[src/hw/rtl/psab_pkg.sv]
// Shared types, constants and helpers for the pixel store with alpha blend.
// Used by every module of the block; depends on nothing.
package psab_pkg;

   // frame limits and store geometry
   localparam int MAX_WIDTH  = 256;
   localparam int MAX_HEIGHT = 256;
   localparam int DEPTH      = MAX_WIDTH * MAX_HEIGHT;
   localparam int ADDR_BITS  = $clog2(DEPTH);
   localparam int DIM_BITS   = 9;
   localparam int COORD_BITS = 16;
   localparam int CHAN_BITS  = 8;
   localparam int PROD_BITS  = COORD_BITS + DIM_BITS;

   // access codes
   localparam logic [1:0] OP_READ  = 2'd0;
   localparam logic [1:0] OP_WRITE = 2'd1;
   localparam logic [1:0] OP_BLEND = 2'd2;

   // register indexes
   localparam logic [1:0] CSR_FRAME_WIDTH  = 2'd0;
   localparam logic [1:0] CSR_FRAME_HEIGHT = 2'd1;

   typedef struct packed {
      logic [CHAN_BITS-1:0] red;
      logic [CHAN_BITS-1:0] green;
      logic [CHAN_BITS-1:0] blue;
   } pixel_type;

   typedef struct packed {
      logic                 en;
      logic [ADDR_BITS-1:0] addr;
      pixel_type            data;
   } ram_wr_type;

   // exact floor(s / 255) for s up to 255 * 255
   function automatic logic [CHAN_BITS-1:0] div255(input logic [2*CHAN_BITS-1:0] s);
      logic [2*CHAN_BITS:0] t;
      t = {1'b0, s} + (2*CHAN_BITS+1)'(1) + (2*CHAN_BITS+1)'(s >> CHAN_BITS);
      return t[2*CHAN_BITS-1:CHAN_BITS];
   endfunction

endpackage

[src/hw/rtl/psab_blend.sv]
// Per-channel alpha mix: weighted sum registered, then floor division by 255.
// Depends on psab_pkg for the pixel type and div255.
module psab_blend (
   input  logic                           clock,
   input  psab_pkg::pixel_type            src,
   input  psab_pkg::pixel_type            dst,
   input  logic [psab_pkg::CHAN_BITS-1:0] alpha,
   output psab_pkg::pixel_type            mixed
);
   import psab_pkg::*;

   localparam int SUM_BITS = 2 * CHAN_BITS;

   logic [CHAN_BITS-1:0] alpha_inv;
   logic [SUM_BITS-1:0]  sum_red_in,   sum_red_ff;
   logic [SUM_BITS-1:0]  sum_green_in, sum_green_ff;
   logic [SUM_BITS-1:0]  sum_blue_in,  sum_blue_ff;

   assign alpha_inv = ~alpha;

   // weighted sums; the total never exceeds 255 * 255
   always_comb begin
      sum_red_in   = SUM_BITS'(src.red)   * SUM_BITS'(alpha)
                   + SUM_BITS'(dst.red)   * SUM_BITS'(alpha_inv);
      sum_green_in = SUM_BITS'(src.green) * SUM_BITS'(alpha)
                   + SUM_BITS'(dst.green) * SUM_BITS'(alpha_inv);
      sum_blue_in  = SUM_BITS'(src.blue)  * SUM_BITS'(alpha)
                   + SUM_BITS'(dst.blue)  * SUM_BITS'(alpha_inv);
   end

   // hold the sums for the divide stage
   always_ff @(posedge clock) begin
      sum_red_ff   <= sum_red_in;
      sum_green_ff <= sum_green_in;
      sum_blue_ff  <= sum_blue_in;
   end

   // divide by 255 through the reciprocal shift form
   always_comb begin
      mixed.red   = div255(sum_red_ff);
      mixed.green = div255(sum_green_ff);
      mixed.blue  = div255(sum_blue_ff);
   end

endmodule

[config.mk]
export PLATFORM = sky130hd
export DESIGN_NAME = psab_blend
export DESIGN_NICKNAME = d
export VERILOG_FILES = /design/src/hw/rtl/psab_pkg.sv /design/src/hw/rtl/psab_blend.sv
export SDC_FILE = /design/constraint.sdc
export NUM_CORES = 1
export LEC_CHECK = 0
export ABC_CLOCK_PERIOD_IN_PS = 10600
export BUFFER_PORTS_ARGS = -buffer_cell sky130_fd_sc_hd__buf_2
export CAP_MARGIN = 15
export CORE_UTILIZATION = 65
export DETAILED_ROUTE_END_ITERATION = 16
export GPL_TIMING_DRIVEN = 0
export MAX_ROUTING_LAYER = met4
export PLACE_DENSITY_LB_ADDON = 0.08
export SYNTH_ARGS = -nofsm -noshare
export SYNTH_HDL_FRONTEND = slang
export SYNTH_SLANG_ARGS = --single-unit
[constraint.sdc]
create_clock -name clock -period 10.6 [get_ports clock]
set_input_delay 3.18 -clock clock [delete_from_list [all_inputs] [get_ports clock]]
set_output_delay 3.18 -clock clock [all_outputs]
set_load 0.05 [all_outputs]
# Word level (Yosys, flattened, before mapping)
# Cells that the tools add are included.
[classes] addsub=9 multipliers=6 div=0 order_cmp=0 eq_ne=0 n_shift=0 muxes=0 bitwise=1 reduce_logical=0
[op_table] op="multiplier 8 x 8 -> 16 bit" count=6
[op_table] op="adder 16 x 1 -> 16 bit, second input constant" count=3
[op_table] op="adder 16 bit" count=3
[op_table] op="adder 16 x 8 -> 16 bit" count=3
[op_table] op="inverter 8 bit" count=1
[word_totals] reg_bits=48 latch_bits=0 mem_bits_rw=0 romBits=0 inputBits=57 output_inout_bits=24 wordCells=19 mem_count=0

# Depth between registers and ports, before layout
# Gate-level depths: netlist of the first run.
[logic_depth] depth_word=3 mapped_depth=22 mapped_depth_nobuf=20

# Least setup slack after synthesis of the first run
# No wires, ideal clock.
[synth_path] path_type="input -> register" start="input alpha[2] (netlist bit)" end="register sum_green_ff[13]" setup_time_ps=82 arrival_ps=8446 required_ps=10518 path_slack_ps=2072 path_stages=19 cell_sequence="clkbuf_1 -> clkbuf_1 -> nand2_1 -> fa_1 -> fa_1 -> inv_1 -> fa_1 -> fa_1 -> fa_1 -> inv_1 -> fa_1 -> inv_1 -> ha_1 -> a21oi_1 -> nand2_1 -> a31o_1 -> a221o_1 -> a2111o_1 -> o2111ai_1"
[synth_via] elab_chain_len=3 elab_cells_between_ends=4 cone_classes="add/sub: 1; mul: 2; bitwise: 1"
[synth_lines] item="from (decl)" line_no="psab_blend.sv:7" text="input logic [psab_pkg::CHAN_BITS-1:0] alpha,"
[synth_lines] item="inverter 8 bit" line_no="psab_blend.sv:19" text="assign alpha_inv = ~alpha;"
[synth_lines] item="multiplier 8 x 8 -> 16 bit" line_no="psab_blend.sv:26" text="+ SUM_BITS'(dst.green) * SUM_BITS'(alpha_inv);"
[synth_lines] item="adder 16 bit (*)" line_no="psab_blend.sv:26"
[synth_lines] item="net sum_green_in[13]" line_no="psab_blend.sv:16" text="logic [SUM_BITS-1:0] sum_green_in, sum_green_ff;"
[synth_lines] item="to (signal assigned)" line_no="psab_blend.sv:34" text="sum_green_ff <= sum_green_in;"
[synth_lines] item="to (decl)" line_no="psab_blend.sv:16"
# Mark *: on every way through the listed nets, which the timed path passes. The rest lies on a longest branch.

# Worst setup path after layout of the first run
[layout_path] start="input alpha[1] (netlist bit)" end="register sum_red_ff[15]"
[layout_via] elab_chain_len=3 elab_cells_between_ends=4 cone_classes="add/sub: 1; mul: 2; bitwise: 1"
[layout_lines] item="inverter 8 bit" line_no="psab_blend.sv:19"
[layout_lines] item="multiplier 8 x 8 -> 16 bit" line_no="psab_blend.sv:24" text="+ SUM_BITS'(dst.red) * SUM_BITS'(alpha_inv);"
[layout_lines] item="adder 16 bit (*)" line_no="psab_blend.sv:24"
[layout_lines] item="net sum_red_in[15]" line_no="psab_blend.sv:15" text="logic [SUM_BITS-1:0] sum_red_in, sum_red_ff;"
[layout_lines] item="to (signal assigned)" line_no="psab_blend.sv:33" text="sum_red_ff <= sum_red_in;"
[layout_lines] item="to (decl)" line_no="psab_blend.sv:15"
# Marked as above.

==> results of run 1 <==
==> Yosys cell counts, types with 4 or more instances <==
cell / instances
a31oi_1: 5
dfxtp_1: 48
and2_1: 110
a211oi_1: 8
a21o_1: 13
nand2_1: 100
nor3_1: 4
nand3_1: 12
a21oi_1: 37
clkbuf_1: 44
o211ai_1: 4
nor2b_1: 136
o21a_1: 8
xor2_1: 17
nand4_1: 9
o21bai_1: 6
xnor2_1: 49
o21ai_0: 16
fa_1: 288
ha_1: 207
nor2_1: 11
o21ai_1: 9
nand2b_1: 59
inv_1: 420
==> worst max path at each step <==
stage,from,endpoint,slack [ns],depth (start not counted)
after global placement,alpha[1],sum_red_ff[15],0.96,18
after global routing,alpha[1],sum_red_ff[15],0.93,18
after detailed placement,alpha[1],sum_red_ff[15],0.91,18
after floorplan,alpha[2],sum_green_ff[13],2.07,19
after CTS,alpha[1],sum_red_ff[15],1.20,18
final,alpha[1],sum_red_ff[15],1.17,18
==> worst max-delay path: cells and delay by family <==
kind	cells	cell delay [ns]
compound gates	4	1.12
xor+xnor	1	0.36
fa+ha+maj	7	3.42
buf+inv	5	1.33
simple gates	1	0.17
==> per-stage QoR <==
stage,util [%],setup WS (ns),std cells,area [um2],hold WS (ns)
after floorplan,-,2.072,1652,15000,3.325
after global placement,69.40,0.9587,2009,15710,3.578
after detailed placement,69.40,0.9082,2009,15710,3.581
after CTS,70.26,1.203,2017,15910,3.265
after global routing,70.27,0.9333,2018,15910,3.274
final,70.28,1.169,2019,15910,3.264
==> routing by layer <==
layer  track usage (%)  up-vias
li1                  -     5093
met1             40.80     5508
met2             55.06      303
met3             5.101       41
met4             7.143        0
met5                 -        -
==> cell families (layout without fill, tap and decap cells) <==
logic type | Yosys count | count (layout) | share of synthesized area [%]
AO/OA/AOI/OAI | 124 | 124 | 5.301
XOR/XNOR | 66 | 66 | 3.857
buffers and inverters | 464 | 544 | 11.62
adder cells (fa/ha/maj) | 495 | 495 | 55.75
flip-flops | 48 | 48 | 6.411
AND/OR/NAND/NOR | 448 | 448 | 16.75
other | 1 | 5 | 0.02502
multiplexers | 4 | 4 | 0.2922
==> cell usage in the layout, fill, tap and decap left out, types with 13 or more instances in the layout <==
cell	netlist	final
xnor2_1	49	49
dfxtp_1	48	48
nor2b_1	136	136
fa_1	288	288
and2_1	110	110
ha_1	207	207
nand2_1	100	100
xor2_1	17	17
a21o_1	13	13
a21oi_1	37	37
inv_1	420	420
buf_2	0	72
nand2b_1	59	59
o21ai_0	16	16
clkbuf_1	44	44
==> area by class of cell <==
type | count | area [um2] | share of cell area (%)
Antenna cell | 2 | 5.005 | 0.03145
Buffer | 44 | 165.2 | 1.038
Clock buffer | 5 | 125.1 | 0.7863
Clock inverter | 3 | 68.82 | 0.4325
Inverter | 420 | 1577 | 9.908
Multi-Input combinational cell | 1140 | 12290 | 77.26
Sequential cell | 48 | 960.9 | 6.039
Tap cell | 285 | 356.6 | 2.241
Timing Repair Buffer | 72 | 360.3 | 2.265
==> flip-flops by register name, summed over array words and instances (netlist names) <==
signal        flops
sum_blue_ff      16
sum_green_ff     16
sum_red_ff       16
==> results by group, run 1 <==
Place
  • Routability cong.: around 0.89
  • Port bufs: 72
  • Detail Placement HPWL: 29.12 mm

Critical path
  • Critical Path Start Type: input port
  • Crit path kind: in -> reg
  • Crit Path Max Fanout: 10
  • Critical path arrival: 9.61 ns
  • Most frequent CP cell: fa_1
  • Worst-path cell chain: clkbuf_1 -> clkbuf_1 -> nand2_1 -> fa_1 -> fa_1 -> inv_1 -> fa_1 -> fa_1 -> fa_1 -> inv_1 -> fa_1 -> inv_1 -> ha_1 -> a2111oi_0 -> o21ai_1 -> a31oi_1 -> a21oi_1 -> xnor2_1
  • WP data required: about 11 ns
  • Endpoint class of the critical path: flip-flop
  • Delay of the slowest cell on the worst path: about 0.65 ns
  • Critical path's slowest cell: clkbuf_1

Clocking
  • # resized after CTS: 0
  • Root Buffer: clkbuf_16
  • Reg clk slew, reported paths: 0.07 ns
  • Post-CTS setup buffer count: 0
  • Sink Count: 48
  • CTS Hold Bufs: 0
  • Clk buf depth: 2
  • Htree depth: 2
  • CTS Buf Count: 5
  • TritonCTS clock tree: done

Route
  • Routed length on met1: between 10 and 15 mm
  • Pre-Repair DR Iteration Count: 5
  • Avg WL per Cell: 17.19 um
  • DRC viols: 0
  • DR WL met2: 17.57 mm
  • Vias per cell: around 5.4
  • Post-DRT Antenna Nets: 0
  • Routed wl met3: 2.339 mm
  • Initial DRC count: 615
  • Top Metal Used: met4
  • Vias: 10950
  • Detailed Route WL: ~35 mm

Cells and area
  • # fillers: ~1800
  • Area grow syn2layout: 6.161%
  • Layout net count: 2283
  • Share of cells above drive strength 1: 5.023%

GRT
  • Total Routing Usage GR: 32.37%
  • First-pass GRT wire length: 57.37 mm
  • Initial antenna violation count: 1
  • Vias in the first global route: 11520
  • Aggregate global routing overflow: 0
  • Largest net degree at the start of global routing: 17

Hold path
  • Worst hold endpoint: sum_green_ff[0]
  • Hold depth: 2
  • Worst min-delay path category: in -> reg
  • HP Start: src[8]

Yosys
  • Post-Syn Instances: ~1700
  • Synth warn: 0
  • Leading area contributor after synthesis: fa_1
  • #FFs+latches synth: 48
  • Cell Area, Synth: between 0.01 and 0.015 mm2
  • Unique masters post-synth: 47
  • Sequential share of the synthesized area: 6.411%
  • Number of flops mapped to enable cells by yosys: 0
  • Dominant synthesized flop cell: dfxtp_1
  • Ys async rst share: 0%
  • Syn avg cell area: approximately 9 um2
  • Top-area cell type share of the netlist area: approximately two fifths
  • Top cells by area, synth: fa_1, ha_1, inv_1

STA
  • TNS Setup: 0 ns
  • Final worst path period share: 88.97%
  • Worst-Margin Slew: 0.8232 ns
  • RSZ-0062 raised after global routing: false
  • Slew headroom: 45.12%
  • Final count of negative-setup-slack endpoints: 0
  • Final hold vios: 0
  • Slew Viols, Final: 0
  • Achievable Freq: 106.0 MHz
  • Min Tclk post-route: 9.431 ns

Run status
  • Status: complete, no violations

Floorplan
  • Core Rows: 55
  • Top Ports: between 80 and 90
  • Initial Util: 66.20%
  • Chip width: 153.9 um
  • Die area: 0.02367 mm2
  • Die Ht: 153.9 um
  • Core area: around 0.023 mm2

Flow run
  • MaxCap Viol Count: 0
Power of run 1 is not shown: default switching activity piles up to over one toggle a cycle in this logic, so the estimate is an artifact.
==> inputs of run 2 (changes only) <==
--- a/config.mk
+++ b/config.mk
@@ -9,10 +9,12 @@
 export BUFFER_PORTS_ARGS = -buffer_cell sky130_fd_sc_hd__buf_2
 export CAP_MARGIN = 15
 export CORE_UTILIZATION = 65
+export CTS_BUF_LIST = sky130_fd_sc_hd__clkbuf_8
 export DETAILED_ROUTE_END_ITERATION = 16
 export GPL_TIMING_DRIVEN = 0
 export MAX_ROUTING_LAYER = met4
 export PLACE_DENSITY_LB_ADDON = 0.08
+export RECOVER_POWER = 25
 export SYNTH_ARGS = -nofsm -noshare
 export SYNTH_HDL_FRONTEND = slang
 export SYNTH_SLANG_ARGS = --single-unit
==> run 2 against run 1 <==
- maximum frequency is 0.64% higher
- worst hold slack worse by 0.035 ns
- critical path type unchanged
- sequential share of layout area is essentially flat
- critical endpoint unchanged
- setup slack gained 0.060 ns
- global-route usage grew 0.12 points
==> results by group, run 2 (synthesis gave the netlist of run 1 again) <==
Clocking
  • TritonCTS clock tree: done
  • Htree depth: 2
  • Post-CTS setup buffer count: 0
  • Clk buf depth: 2
  • CTS Buf Count: 5
  • # resized after CTS: 0
  • Sink Count: 48
  • CTS Hold Bufs: 0
  • Root Buffer: clkbuf_8
  • Reg clk slew, reported paths: approximately 0.10 ns

Route
  • Detailed Route WL: approximately 35 mm
  • Avg WL per Cell: 17.28 um
  • Vias per cell: 5.417
  • Vias: 10940
  • Post-DRT Antenna Nets: 0
  • DRC viols: 0
  • Initial DRC count: 547
  • Pre-Repair DR Iteration Count: 5

STA
  • TNS Setup: 0 ns
  • Slew Viols, Final: 0
  • Final hold vios: 0
  • Final worst path period share: between 80 and 90%
  • Fin Hold WS: 3.230 ns
  • Achievable Freq: 106.7 MHz
  • Slew headroom: between 40% and 50%
  • Min Tclk post-route: 9.371 ns
  • Final count of negative-setup-slack endpoints: 0
  • Worst-Margin Slew: 0.8383 ns
  • RSZ-0062 raised after global routing: false

Critical path
  • Crit path kind: in -> reg
  • Critical path arrival: 9.58 ns
  • Critical Path Start Type: input port
  • Crit Path Max Fanout: 10
  • WP data required: 10.81 ns
  • Critical Path End: sum_red_ff[15]
  • Endpoint class of the critical path: flip-flop
  • Setup crit start: alpha[1]

Cells and area
  • Commonest non-fill, non-tap cells in the layout: inv_1, fa_1, ha_1
  • Largest regs: sum_blue_ff: 16 flops, sum_green_ff: 16 flops, sum_red_ff: 16 flops
  • Cell Count, Final, Fillers Out: 2019
  • Utilization after layout: 69.96%
  • Share of cells above drive strength 1: 4.157%
  • Multi-input gate area: 0.01229 mm2
  • Most common cell after layout, fill and taps aside: inv_1
  • Layout net count: about 2300
  • Register area: 960.9 um2
  • # fillers: 1858
  • Area grow syn2layout: 5.685%

Floorplan
  • Die area: 0.02367 mm2
  • Core Rows: 55
  • Top Ports: 81
  • Die Ht: 153.9 um
  • Core area: 0.02264 mm2
  • Initial Util: 66.20%
  • Chip width: 153.9 um

GRT
  • Initial antenna violation count: 1
  • First-pass GRT wire length: 57.44 mm
  • Largest net degree at the start of global routing: 17
  • Vias in the first global route: 11570
  • Aggregate global routing overflow: 0
  • Total Routing Usage GR: 32.48%

Place
  • Cells after DPL: around 2000
  • Port bufs: a little over 70
  • Detail Placement HPWL: just under 30 mm
  • Routability cong.: 0.8915

Flow run
  • MaxCap Viol Count: 0

Hold path
  • Worst min-delay path category: in -> reg

Run status
  • Status: complete, no violations
-- run 2: cell types whose count changed in the layout (fill, tap and decap cells not counted) --
cell       change
buf_2         -12
clkbuf_1      +12
clkbuf_16      -5
clkbuf_8       +5
mux2_1         +3
mux2_2         -3
-- run 2: metal layers --
| layer | track usage [%] | part of all wire (%) | routed length (um) |
|---|---|---|---|
| met4 | 8.048 | 2.1 | 741 |
| met1 | 40.05 | 41 | 14170 |
| met3 | 6.144 | 6.9 | 2409 |
| met5 | - | 0 | 0 |
| met2 | 55.11 | 50 | 17570 |
-- run 2: critical path, stage by stage --
cell and delay (ns):
clkbuf_1 0.52, clkbuf_1 0.63, nand2_1 0.18, fa_1 0.56
fa_1 0.55, inv_1 0.05, fa_1 0.48, fa_1 0.49
fa_1 0.54, inv_1 0.05, fa_1 0.48, inv_1 0.05
ha_1 0.33, a2111oi_0 0.42, o21ai_1 0.15, a31oi_1 0.41
a21oi_1 0.15, xnor2_1 0.34
-- run 2: layout make-up --
class                   instances  share of cell area [%]
multi-input cells            1140                   77.61
inverters                     420                   9.953
flip-flops and latches         48                   6.066
well taps                     285                   2.251
repair buffers                 72                   2.180
plain buffers                  44                   1.043
clock buffers                   5                  0.4344
clock inverters                 3                  0.4344
diodes                          2                 0.03160
-- run 2: how the worst min path moves through the flow --
stage	startpoint	to	slack [ns]	depth (start not counted)
after floorplan	dst[0]	sum_blue_ff[0]	3.32	1
after global placement	src[8]	sum_green_ff[0]	3.58	2
after detailed placement	src[8]	sum_green_ff[0]	3.58	2
after CTS	src[8]	sum_green_ff[0]	3.23	2
after global routing	src[8]	sum_green_ff[0]	3.24	2
final	src[8]	sum_green_ff[0]	3.23	2
-- run 2: through the flow --
stage	setup WS, ns	area [um2]
after floorplan	2.072	15000
after global placement	0.9587	15710
after detailed placement	0.9082	15710
after CTS	1.231	15850
after global routing	0.9495	15840
final	1.229	15840
Power of run 2 is left out for the same reason.
